`src/design/cfr_pkg.sv`:
```
// Shared constants and controller/datapath interface types for the frame receiver.
package cfr_pkg;

  localparam int MaxLen = 64;
  localparam int ByteW  = 8;
  localparam int LenW   = $clog2(MaxLen + 1);
  localparam int IdxW   = $clog2(MaxLen);

  localparam logic [ByteW-1:0] StartByteRst = 8'd2;

  localparam logic KindByte  = 1'b0;
  localparam logic KindRearm = 1'b1;

  typedef struct packed {
    logic start_clr;
    logic len_load;
    logic data_store;
    logic sum_add;
    logic idx_clr;
    logic rd_issue;
    logic out_load;
  } cmd_t;

  typedef struct packed {
    logic start_match;
    logic len_ok;
    logic count_done;
    logic sum_zero;
    logic drain_last;
    logic out_free;
  } sts_t;

endpackage

```
`src/design/cfr_dp.sv`:
```
// Frame receiver datapath: counters, checksum, payload memory and output register.
module cfr_dp (
  input  logic                     clk_i,
  input  logic                     rst_ni,
  input  logic                     cfg_we_i,
  input  logic [cfr_pkg::ByteW-1:0] cfg_data_i,
  input  logic [cfr_pkg::ByteW-1:0] rx_byte_i,
  input  cfr_pkg::cmd_t            cmd_i,
  output cfr_pkg::sts_t            sts_o,
  input  logic                     out_ready_i,
  output logic                     out_valid_o,
  output logic [cfr_pkg::ByteW-1:0] out_byte_o,
  output logic [cfr_pkg::IdxW-1:0] out_pos_o,
  output logic [cfr_pkg::LenW-1:0] out_len_o,
  output logic                     out_last_o
);
  import cfr_pkg::*;

  logic [ByteW-1:0] start_q;
  logic [LenW-1:0]  count_q, count_inc;
  logic [LenW-1:0]  exp_q;
  logic [ByteW-1:0] sum_q, sum_d;
  logic [IdxW-1:0]  idx_q;
  logic [LenW-1:0]  idx_inc;
  logic [ByteW-1:0] payload_mem [MaxLen];
  logic [ByteW-1:0] rdata_q;
  logic             out_valid_q;
  logic [ByteW-1:0] out_byte_q;
  logic [IdxW-1:0]  out_pos_q;
  logic [LenW-1:0]  out_len_q;
  logic             out_last_q;

  assign count_inc = count_q + LenW'(1);
  assign sum_d     = sum_q + rx_byte_i;
  assign idx_inc   = {1'b0, idx_q} + LenW'(1);

  assign sts_o.start_match = (rx_byte_i == start_q);
  assign sts_o.len_ok      = (rx_byte_i != '0) && (rx_byte_i <= ByteW'(MaxLen));
  assign sts_o.count_done  = (count_inc == exp_q);
  assign sts_o.sum_zero    = (sum_d == '0);
  assign sts_o.drain_last  = (idx_inc == exp_q);
  assign sts_o.out_free    = !out_valid_q || out_ready_i;

  always_ff @(posedge clk_i or negedge rst_ni) begin
    if (!rst_ni) begin
      start_q     <= StartByteRst;
      count_q     <= '0;
      exp_q       <= '0;
      sum_q       <= '0;
      idx_q       <= '0;
      out_valid_q <= 1'b0;
    end else begin
      if (cfg_we_i) begin
        start_q <= cfg_data_i;
      end
      if (cmd_i.start_clr) begin
        count_q <= '0;
        sum_q   <= '0;
      end else if (cmd_i.data_store) begin
        count_q <= count_inc;
        sum_q   <= sum_d;
      end else if (cmd_i.sum_add) begin
        sum_q <= sum_d;
      end
      if (cmd_i.len_load) begin
        exp_q <= rx_byte_i[LenW-1:0];
      end
      if (cmd_i.idx_clr) begin
        idx_q <= '0;
      end else if (cmd_i.out_load) begin
        idx_q <= idx_inc[IdxW-1:0];
      end
      if (cmd_i.out_load) begin
        out_valid_q <= 1'b1;
      end else if (out_ready_i) begin
        out_valid_q <= 1'b0;
      end
    end
  end

  always_ff @(posedge clk_i) begin
    if (cmd_i.data_store) begin
      payload_mem[count_q[IdxW-1:0]] <= rx_byte_i;
    end
    if (cmd_i.rd_issue) begin
      rdata_q <= payload_mem[idx_q];
    end
    if (cmd_i.out_load) begin
      out_byte_q <= rdata_q;
      out_pos_q  <= idx_q;
      out_len_q  <= exp_q;
      out_last_q <= sts_o.drain_last;
    end
  end

  assign out_valid_o = out_valid_q;
  assign out_byte_o  = out_byte_q;
  assign out_pos_o   = out_pos_q;
  assign out_len_o   = out_len_q;
  assign out_last_o  = out_last_q;

endmodule

```
`src/design/cfr_ctrl.sv`:
```
// Frame receiver controller: framing state machine, enable flag and drain sequencing.
module cfr_ctrl (
  input  logic          clk_i,
  input  logic          rst_ni,
  input  logic          in_valid_i,
  input  logic          in_kind_i,
  output logic          in_ready_o,
  input  cfr_pkg::sts_t sts_i,
  output cfr_pkg::cmd_t cmd_o
);
  import cfr_pkg::*;

  typedef enum logic [2:0] {
    ST_IDLE,
    ST_LENGTH,
    ST_DATA,
    ST_CHECK,
    ST_READ,
    ST_LOAD
  } state_e;

  state_e state_q;
  logic   on_q;
  logic   acc, byte_acc;

  assign in_ready_o = (state_q == ST_IDLE) || (state_q == ST_LENGTH) ||
                      (state_q == ST_DATA) || (state_q == ST_CHECK);
  assign acc        = in_valid_i && in_ready_o;
  assign byte_acc   = acc && (in_kind_i == KindByte) && on_q;

  always_comb begin
    cmd_o = '0;
    unique case (state_q)
      ST_IDLE:   cmd_o.start_clr  = byte_acc && sts_i.start_match;
      ST_LENGTH: cmd_o.len_load   = byte_acc && sts_i.len_ok;
      ST_DATA:   cmd_o.data_store = byte_acc;
      ST_CHECK: begin
        cmd_o.sum_add = byte_acc;
        cmd_o.idx_clr = byte_acc && sts_i.sum_zero;
      end
      ST_READ:   cmd_o.rd_issue   = 1'b1;
      ST_LOAD:   cmd_o.out_load   = sts_i.out_free;
      default:   cmd_o = '0;
    endcase
  end

  always_ff @(posedge clk_i or negedge rst_ni) begin
    if (!rst_ni) begin
      state_q <= ST_IDLE;
      on_q    <= 1'b1;
    end else begin
      if (acc && (in_kind_i == KindRearm)) begin
        on_q <= 1'b1;
      end
      unique case (state_q)
        ST_IDLE: begin
          if (byte_acc && sts_i.start_match) begin
            state_q <= ST_LENGTH;
          end
        end
        ST_LENGTH: begin
          if (byte_acc) begin
            state_q <= sts_i.len_ok ? ST_DATA : ST_IDLE;
          end
        end
        ST_DATA: begin
          if (byte_acc && sts_i.count_done) begin
            state_q <= ST_CHECK;
          end
        end
        ST_CHECK: begin
          if (byte_acc) begin
            if (sts_i.sum_zero) begin
              on_q    <= 1'b0;
              state_q <= ST_READ;
            end else begin
              state_q <= ST_IDLE;
            end
          end
        end
        ST_READ: state_q <= ST_LOAD;
        ST_LOAD: begin
          if (sts_i.out_free) begin
            state_q <= sts_i.drain_last ? ST_IDLE : ST_READ;
          end
        end
        default: state_q <= ST_IDLE;
      endcase
    end
  end

endmodule

```
`src/design/checksummed_frame_receiver.sv`:
```
// Top level of the checksummed frame receiver.
//
//  channel  dir  handshake                    content
//  cfg      in   cfg_valid_i/cfg_ready_o      start byte [7:0]
//  s_axis   in   s_axis_tvalid/s_axis_tready  tdata: rx_byte; tuser: kind
//  m_axis   out  m_axis_tvalid/m_axis_tready  tdata: byte,pos,length; tlast
//
// Received bytes and rearm words take one cycle each; s_axis_tready is low during a drain.
// A valid checksum byte starts a drain of the payload (up to 64 bytes): each byte is
// read from the registered payload memory, then loaded into the output register; input waits then.
// The output register lets the next word in while the final result is pending.
// Reset is asynchronous, active low; no memory clearing pass is needed.
module checksummed_frame_receiver (
  input  logic        clk_i,
  input  logic        rst_ni,
  input  logic        cfg_valid_i,
  output logic        cfg_ready_o,
  input  logic [7:0]  cfg_data_i,
  input  logic        s_axis_tvalid,
  output logic        s_axis_tready,
  input  logic [7:0]  s_axis_tdata,   // [7:0] rx_byte
  input  logic        s_axis_tuser,   // [0] kind
  output logic        m_axis_tvalid,
  input  logic        m_axis_tready,
  output logic [23:0] m_axis_tdata,   // [7:0] payload_byte, [13:8] byte_position,
                                      // [20:14] frame_length, [23:21] zero
  output logic        m_axis_tlast    // last
);
  import cfr_pkg::*;

  cmd_t             cmd;
  sts_t             sts;
  logic [ByteW-1:0] out_byte;
  logic [IdxW-1:0]  out_pos;
  logic [LenW-1:0]  out_len;

  assign cfg_ready_o = 1'b1;

  cfr_ctrl u_ctrl (
    .clk_i      (clk_i),
    .rst_ni     (rst_ni),
    .in_valid_i (s_axis_tvalid),
    .in_kind_i  (s_axis_tuser),
    .in_ready_o (s_axis_tready),
    .sts_i      (sts),
    .cmd_o      (cmd)
  );

  cfr_dp u_dp (
    .clk_i       (clk_i),
    .rst_ni      (rst_ni),
    .cfg_we_i    (cfg_valid_i),
    .cfg_data_i  (cfg_data_i),
    .rx_byte_i   (s_axis_tdata),
    .cmd_i       (cmd),
    .sts_o       (sts),
    .out_ready_i (m_axis_tready),
    .out_valid_o (m_axis_tvalid),
    .out_byte_o  (out_byte),
    .out_pos_o   (out_pos),
    .out_len_o   (out_len),
    .out_last_o  (m_axis_tlast)
  );

  assign m_axis_tdata = {3'b000, out_len, out_pos, out_byte};

endmodule

```
`config.mk`:
```
export PLATFORM = sky130hd
export DESIGN_NAME = checksummed_frame_receiver
export DESIGN_NICKNAME = d
export VERILOG_FILES = /design/src/design/cfr_pkg.sv /design/src/design/cfr_dp.sv /design/src/design/cfr_ctrl.sv /design/src/design/checksummed_frame_receiver.sv
export SDC_FILE = /design/constraint.sdc
export NUM_CORES = 1
export LEC_CHECK = 0
export ABC_CLOCK_PERIOD_IN_PS = 2500
export BUFFER_PORTS_ARGS = -buffer_cell sky130_fd_sc_hd__buf_4
export CAP_MARGIN = 20
export CORE_MARGIN = 2
export CORE_UTILIZATION = 56
export CTS_CLUSTER_DIAMETER = 80
export DETAILED_ROUTE_END_ITERATION = 16
export PLACE_DENSITY = 0.85
export SKIP_LAST_GASP = 1
export SYNTH_ARGS = -nofsm -noshare
export SYNTH_HDL_FRONTEND = slang
export SYNTH_SLANG_ARGS = --single-unit
```
`constraint.sdc`:
```
create_clock -name clk_i -period 2.5 [get_ports clk_i]
set_input_delay 0.25 -clock clk_i [delete_from_list [all_inputs] [get_ports clk_i]]
set_output_delay 0.25 -clock clk_i [all_outputs]
set_load 0.03 [all_outputs]
```
==> key figures, run 1 <==
Critical path
  – Reg2reg end: u_dp.rdata_q[4]$_DFFE_PP_
  – Worst setup SP type: flop
  – Reg2Reg Depth: 7
  – Top fanout value on the critical path: 16
  – R2R Setup Slk: -130 ps
  – Crit Reg-Reg Startpoint: u_dp.idx_q[0]$_DFFE_PN0P_
  – Crit-path most repeated cell: buf_12
  – Crit path kind: flop to flop
  – CP max stage delay: ~580 ps
  – CP Data Arrival Time: ~3100 ps
  – Slowest cell on the critical path: dfrtp_4
  – CP Cell Sequence: buf_12, buf_12, mux2i_1, o221ai_1, a21boi_0, o21ai_0, and4_1
  – CP endpoint kind: flop
  – CP required: just under 3000 ps

Synth
  – Sequential area share after synthesis: 0.7328
  – Syn avg cell area: ~18 um2
  – Top post-synthesis cells by count: edfxtp_1, mux2i_1, nor2_1
  – Ys flop type: edfxtp_1
  – Synth area leader: edfxtp_1
  – Area contributors post-synth: edfxtp_1, mux4_2, mux2i_1
  – Number of flops mapped to enable cells by yosys: ~540
  – Mapped Area: 23620 um2
  – Top-area cell type share of the netlist area: 0.6892
  – Flops & latches, synth: ~580
  – Mapped Cells: between 1000 and 1500
  – Synth cell types: ~60
  – Synthesis warning total: 0
  – Most common cell in the netlist: edfxtp_1
  – Async SR Flop Fraction: 0.07033

GRT
  – Global-route wire length before repair: between 80000 and 90000 um
  – Aggregate global-route resource usage: 0.2653
  – Initial antenna violation count: 3
  – Largest net degree at the start of global routing: 67
  – Total gr overflow: 0
  – Number of global-route vias before repair: about 14000

Run status
  – Failing checks: negative setup slack
  – Status: finished with violations

Pwr
  – Sequential share of power: 0.513
  – Leakage: between 0.008 and 0.009 uW
  – Total power: 21770 uW
  – Gate power share: 0.097
  – Power Density: slightly below 800 nW/um2
  – Switching share of power: 0.2323
  – VDD IR max: 635.7 uV
  – Sw power: about 5100 uW
  – Clock group share of total power: 0.390
  – Internal Power: 16720 uW

Die
  – # IOs: 50
  – Die Ht: about 210 um
  – Die X: between 200 and 250 um
  – Die ar.: about 44000 um2
  – Initial core utilization: 0.5655
  – Site Rows: 75
  – Core Region: 41760 um2

Min path
  – Hold/Removal Path Class: primary input to flop
  – Hold Path Stages: 2
  – Hold wc startpoint: cfg_valid_i
  – WHS Endpoint: u_dp.start_q[5]$_DFFE_PN0P_

Cells and area
  – Fin nets: around 1500
  – Share of layout cells above drive strength 1: 0.2368
  – Number of fill cells in the layout: approximately 2500
  – Area delta synth->final: 16.13%
  – Design area: about 27000 um2
  – Post-route insts no fill: 2078

Drt
  – Antenna Violating Nets Remaining: 0
  – # DRC: 0
  – Drt pass-1 iters: 6
  – Via/cell ratio: between 6 and 7
  – Drt initial violations: roughly 2200
  – Routed WL: between 50000 and 60000 um
  – Drt wl/cell: between 20 and 30 um
  – Vias after detailed routing: ~14000

Job
  – Max-capacitance violation count: 0

STA
  – Hold Vio Cnt, Final: 0
  – Slew margin rel.: 0.4200
  – Clock skew: ~38 ps
  – Setup slack after layout: -125.8 ps
  – Fin crit share: 1.050
  – Setup-failing EPs final: 3
  – Worst-margin pin slew: 870.0 ps
  – RSZ-0062 raised after global routing: yes
  – Max Clock Freq: 380.8 MHz
  – Final Max Tran Viols: 0
  – Crit path time final: 2626 ps
  – Setup TNS Final: -159.6 ps

Clock network
  – Clk slew on worst S/H paths: ~70 ps
  – TritonCTS Sinks: 583
  – CTS max path bufs: 3
  – H-tree depth: 2
  – Total CTS buffers: 53
  – CTS tree: yes
  – Clock root buffer: clkbuf_16
  – Clk_lat worst skew: about 600 ps

Placed design
  – GP Congestion: between 0.9 and 1
  – Buffers on Ports: 45
  – Placed insts: 1960
  – DPL Wire Length: about 34000 um
  – Dpl cell area: approximately 25000 um2
  – Setup WS pre-CTS: -15.02 ps
-- placed cells by master (no fill, tap or decap), types with 5 or more instances in the layout --
cell type	count
a21boi_0	14
a21oi_1	10
a22oi_1	9
a311o_1	7
and3_1	10
and4_1	8
buf_12	8
buf_4	169
bufinv_16	10
clkbuf_1	9
clkbuf_16	54
clkinv_1	15
clkinv_2	6
dfrtp_1	37
dlygate4sd3_1	15
edfxtp_1	542
ha_1	9
inv_1	5
mux2_2	8
mux2_4	7
mux2i_1	130
mux4_2	64
nand2_1	28
nand3_1	10
nand4_1	7
nor2_1	87
nor2b_1	7
nor4_1	6
o21ai_0	22
o221ai_1	61
o22ai_1	38
xnor2_1	20
xor2_1	19
-- how the worst max path moves through the flow --
stage | slack (ps) | depth (start not counted) | to | start
floorplan | 20 | 6 | u_dp.payload_mem[51][0]$_DFFE_PP_ | u_ctrl.on_q$_DFF_PN1_
global placement | 30 | 9 | u_dp.idx_q[5]$_DFFE_PN0P_ | s_axis_tdata[0]
detailed placement | -20 | 9 | u_dp.idx_q[0]$_DFFE_PN0P_ | s_axis_tdata[0]
CTS | 0.5 | 8 | u_dp.idx_q[0]$_DFFE_PN0P_ | u_dp.sum_q[0]$_DFFE_PN0P_
global route | -100 | 7 | u_dp.rdata_q[4]$_DFFE_PP_ | u_dp.idx_q[0]$_DFFE_PN0P_
finish | -130 | 7 | u_dp.rdata_q[4]$_DFFE_PP_ | u_dp.idx_q[0]$_DFFE_PN0P_
-- power groups by stage --
stage | clock, uW | sequential [uW] | combinational [uW]
floorplan | 0 | 11200 | 1350
global placement | 0 | 11300 | 1880
finish | 8490 | 11200 | 2110
CTS | 8530 | 11200 | 2000
detailed placement | 0 | 11400 | 1940
global route | 8900 | 11200 | 2270
-- metal layers --
metal  share of wire  track usage
met5         0.00046            0
met4           0.041       0.1180
met3           0.097      0.05073
met2            0.50       0.4470
met1            0.36       0.3388
-- per-stage QoR --
step	hold WS, ps	util
after floorplan	-45.59	-
after global placement	253.2	0.6060
after detailed placement	262.0	0.6060
after CTS	0.2587	0.6530
after global routing	24.48	0.6567
final	18.53	0.6567
-- logic make-up after synthesis --
group	Yosys count	share of synthesized area
AND/OR/NAND/NOR	202	0.04308
buffers and inverters	89	0.02029
other	2	0.0003180
XOR/XNOR	40	0.01484
adder cells (fa/ha/maj)	10	0.005616
AO/OA/AOI/OAI	189	0.05871
flip-flops	583	0.7328
multiplexers	209	0.1244
-- flip-flops by register name (all words and copies together) (netlist names) --
register and cells:
u_ctrl.on_q 1, u_dp.start_q 8, u_ctrl.state_q 3, u_dp.out_last_o 1, u_dp.payload_mem 512, u_dp.count_q 7, u_dp.out_pos_o 6, u_dp.sum_q 8
u_dp.out_byte_o 8, u_dp.out_valid_o 1, u_dp.rdata_q 8, u_dp.idx_q 6, u_dp.out_len_o 7, u_dp.exp_q 7
-- cell type report --
| cell class | count | area, um2 | share of cell area |
|---|---|---|---|
| diodes | 2 | 5.005 | 0.0001825 |
| well taps | 539 | 674.4 | 0.02459 |
| inverters | 7 | 30.03 | 0.001095 |
| clock inverters | 34 | 420.4 | 0.01533 |
| flip-flops and latches | 583 | 17310 | 0.6311 |
| clock buffers | 64 | 1388 | 0.05060 |
| multi-input cells | 654 | 5939 | 0.2166 |
| repair buffers | 195 | 1659 | 0.06050 |
-- critical path: cells and delay by family, from the launching register on --
kind                   cells  cell delay (ps)
and+or+nand+nor            1              320
DFF                        1              580
buffers and inverters      2              370
AOI/OAI and AO/OA          3             1050
muxes                      1              130
-- what timing repair did --
action | in CTS | in global routing
setup buffers | 0 | 2
gates cloned | 0 | 1
pin swaps | 0 | 3
endpoints found under the hold margin | 50 | 0
endpoints found under the setup margin | 7 | 264
resized for setup | 1 | 26
hold buffers | 15 | 0
(Power assumes the default switching activity.)
==> run 2: changes to the inputs <==
Settings changed: ABC_CLOCK_PERIOD_IN_PS 2500 to 2970, CORE_UTILIZATION 56 to 57, PLACE_DENSITY 0.85 to 0.84.
Clock period 2.5 ns to 2.97 ns, I/O delays scaled along.
==> run 2 against run 1 <==
Compared with the run above: the run now ends clean; highest routed layer unchanged; largest power group unchanged; combinational power is 24% lower; via count is 2.1% lower; fmax is 6.9% lower; flip-flop and latch count stayed put; clock-buffer cell count is 8 higher; cell area is 1.5% lower; clock power is 16% lower; sequential power is 16% lower; sequential share of layout area is 0.99 points higher.
==> key figures, run 2 (same netlist as run 1, synthesis figures left out) <==
Min path
  – Hold/Removal Path Class: primary input to flop
  – Hold wc startpoint: cfg_valid_i

Pwr
  – Power Density: 671.7 nW/um2 (-15%)
  – VDD IR max: 536.2 uV (-16%)
  – Total power: 18140 uW (-17%)
  – Leakage: 0.008655 uW (-2.1%)

Critical path
  – Crit path kind: flop to flop
  – Crit Reg-Reg Startpoint: u_dp.idx_q[0]$_DFFE_PN0P_
  – Worst setup SP type: flop
  – CP required: 3420 ps (+470 ps)
  – Crit-path most repeated cell: buf_12
  – CP top delay family: compound AO/OA/AOI/OAI gates
  – Top fanout value on the critical path: 23 (+7)
  – CP Data Arrival Time: 3270 ps (+190 ps)
  – Reg2reg end: u_dp.rdata_q[0]$_DFFE_PP_
  – CP Cell Sequence: buf_12, buf_12, mux2i_1, o221ai_1, o22ai_1, a22oi_1, and4_1
  – Slowest cell on the critical path: dfrtp_4
  – CP max stage delay: 720 ps (+140 ps)
  – Reg2Reg Depth: 7 (unchanged)
  – Critical path startpoint: u_dp.idx_q[0]$_DFFE_PN0P_
  – Crit path to: u_dp.rdata_q[0]$_DFFE_PP_
  – CP endpoint kind: flop
  – Critical path depth: 7 (unchanged)
  – R2R Setup Slk: 150 ps (+280 ps)
  – Buffers plus inverters on the worst setup path: 2 (unchanged)

Clock network
  – Clk slew on worst S/H paths: 70 ps (about the same)
  – Clock root buffer: clkbuf_16
  – CTS max path bufs: 3 (unchanged)
  – Clk_lat worst skew: 590 ps (about the same)
  – Total CTS buffers: 54 (+1.9%)
  – H-tree depth: 2 (unchanged)
  – Post-CTS Setup Bufs: 0 (unchanged)
  – CTS tree: yes
  – TritonCTS Sinks: 583 (unchanged)

STA
  – Setup TNS Final: 0 ps (+159.6 ps)
  – Worst-margin pin slew: 960.9 ps (+90.91 ps)
  – Slew margin rel.: 0.3574 (-0.06254)
  – Final Max Tran Viols: 0 (unchanged)
  – Crit path time final: 2820 ps (+193.7 ps)
  – Setup-failing EPs final: 0 (-3)
  – Hold Vio Cnt, Final: 0 (unchanged)
  – Fin crit share: 0.9493 (-0.1010)
  – Max Clock Freq: 354.7 MHz (-6.9%)
  – RSZ-0062 raised after global routing: no
  – Clock skew: 16.05 ps (-22.14 ps)
  – Setup slack after layout: 150.4 ps (+276.3 ps)

Die
  – Initial core utilization: 0.5784 (+0.01284)
  – # IOs: 50 (unchanged)
  – Die Ht: 207.5 um (-0.86%)
  – Die X: 207.5 um (-0.86%)
  – Core Region: 40830 um2 (-2.2%)
  – Die ar.: 43070 um2 (-1.7%)
  – Site Rows: 74 (-1.3%)

Cells and area
  – Leading cell type in the layout, fill and taps excluded: edfxtp_1
  – Fin nets: 1496 (-2.0%)
  – Area of the multi-input gates: 5847 um2 (-1.6%)
  – Register area: 17310 um2 (unchanged)
  – Post-route insts no fill: 2037 (-2.0%)
  – Area delta synth->final: 14.35%
  – Number of fill cells in the layout: 2527 (+0.56%)
  – Most frequent cells in the layout: edfxtp_1, buf_4, mux2i_1
  – Share of layout cells above drive strength 1: 0.2148 (-0.02206)
  – Design area: 27000 um2 (-1.5%)
  – Max reg flops: 512 (unchanged)

Job
  – Max-capacitance violation count: 0 (unchanged)

Drt
  – Routed WL: 56170 um (-3.9%)
  – Via/cell ratio: 6.611 (-0.17%)
  – Antenna Violating Nets Remaining: 0 (unchanged)
  – Drt wl/cell: 27.57 um (-1.9%)
  – Drt pass-1 iters: 6 (unchanged)
  – # DRC: 0 (unchanged)
  – Drt initial violations: 1989 (-8.4%)
  – Vias after detailed routing: 13470 (-2.1%)

Run status
  – Status: finished, final reports clean

Placed design
  – DPL Wire Length: 34310 um (+0.14%)
  – Placed insts: 1930 (-1.5%)
  – Setup WS pre-CTS: 41.66 ps (+56.67 ps)
  – Dpl cell area: 25070 um2 (-0.91%)
  – GP Congestion: 0.9519 (+0.42%)
  – Buffers on Ports: 45 (unchanged)

GRT
  – Number of global-route vias before repair: 13260 (-4.0%)
  – Aggregate global-route resource usage: 0.2586 (-0.006625)
  – Total gr overflow: 0 (unchanged)
  – Largest net degree at the start of global routing: 66 (-1.5%)
  – Global-route wire length before repair: 82750 um (-3.5%)
  – Initial antenna violation count: 4 (+1)
## run 2: cell types whose count changed in the layout (fill, tap and decap cells not counted), moves of 3 or more
| cell | previous run | this run |
|---|---|---|
| dlygate4sd3_1 | 15 | 10 |
| clkbuf_16 | 54 | 58 |
| o221ai_1 | 61 | 65 |
| o21ai_0 | 22 | 26 |
| o21ai_1 | 3 | 0 |
| o221ai_2 | 4 | 0 |
| clkbuf_1 | 9 | 12 |
| buf_4 | 169 | 148 |
| clkinv_1 | 15 | 7 |
| bufinv_16 | 10 | 7 |
## run 2: final cells by class
cell class                      instances  share of cell area
Sequential cell                       583              0.6410
Multi-Input combinational cell        654              0.2165
Clock buffer                           72             0.05644
Timing Repair Buffer                  164             0.04930
Tap cell                              532             0.02465
Clock inverter                         24             0.01103
Inverter                                7           0.0009730
Antenna cell                            1          0.00009267
## run 2: how the worst min path moves through the flow
| stage | endpoint | slack [ps] | cells after the start |
|---|---|---|---|
| 6_report | u_dp.start_q[6]$_DFFE_PN0P_ | 50 | 2 |
| 4_1_cts | u_dp.start_q[6]$_DFFE_PN0P_ | 30 | 2 |
| 3_3_place_gp | u_dp.start_q[7]$_DFFE_PN0P_ | 310 | 1 |
| 2_1_floorplan | u_ctrl.state_q[0]$_DFFE_PN0P_ | 1 | 0 |
| 5_1_grt | u_dp.start_q[5]$_DFFE_PN0P_ | 40 | 2 |
| 3_5_place_dp | u_dp.start_q[7]$_DFFE_PN0P_ | 310 | 1 |
## run 2: report_power, final
| part | total, uW | switching (uW) | internal (uW) |
|---|---|---|---|
| Clock | 7100 | 2900 | 4200 |
| Combinational | 1600 | 984 | 614 |
| Sequential | 9440 | 295 | 9140 |
| Total | 18100 | 4180 | 14000 |
## run 2: worst reg2reg max path: stages (launching register included)
cell	delay (ps)
dfrtp_4	720
buf_12	260
buf_12	200
mux2i_1	110
o221ai_1	430
o22ai_1	220
a22oi_1	470
and4_1	300
## run 2: layer usage
metal | GRT usage | part of all wire | up-vias | wire [um]
li1 | - | - | 5630 | -
met1 | 0.3436 | 0.36 | 6729 | 20320
met2 | 0.4302 | 0.49 | 929 | 27660
met3 | 0.04932 | 0.11 | 173 | 5926
met4 | 0.09532 | 0.039 | 6 | 2211
met5 | 0 | 0.00077 | - | 43
## run 2: stage by stage
stage / utilization / hold WS, ps
2_1_floorplan: - / 1.409
3_3_place_gp: 0.6141 / 305.5
3_5_place_dp: 0.6141 / 314.3
4_1_cts: 0.6613 / 30.11
5_1_grt: 0.6613 / 41.63
6_report: 0.6613 / 45.29
## run 2: repair_timing
item / 4_1_cts / 5_1_grt
endpoints found under the setup margin: 10 / 0
endpoints found under the hold margin: 48 / 0
resized for setup: 1 / 0
hold buffers: 10 / 0
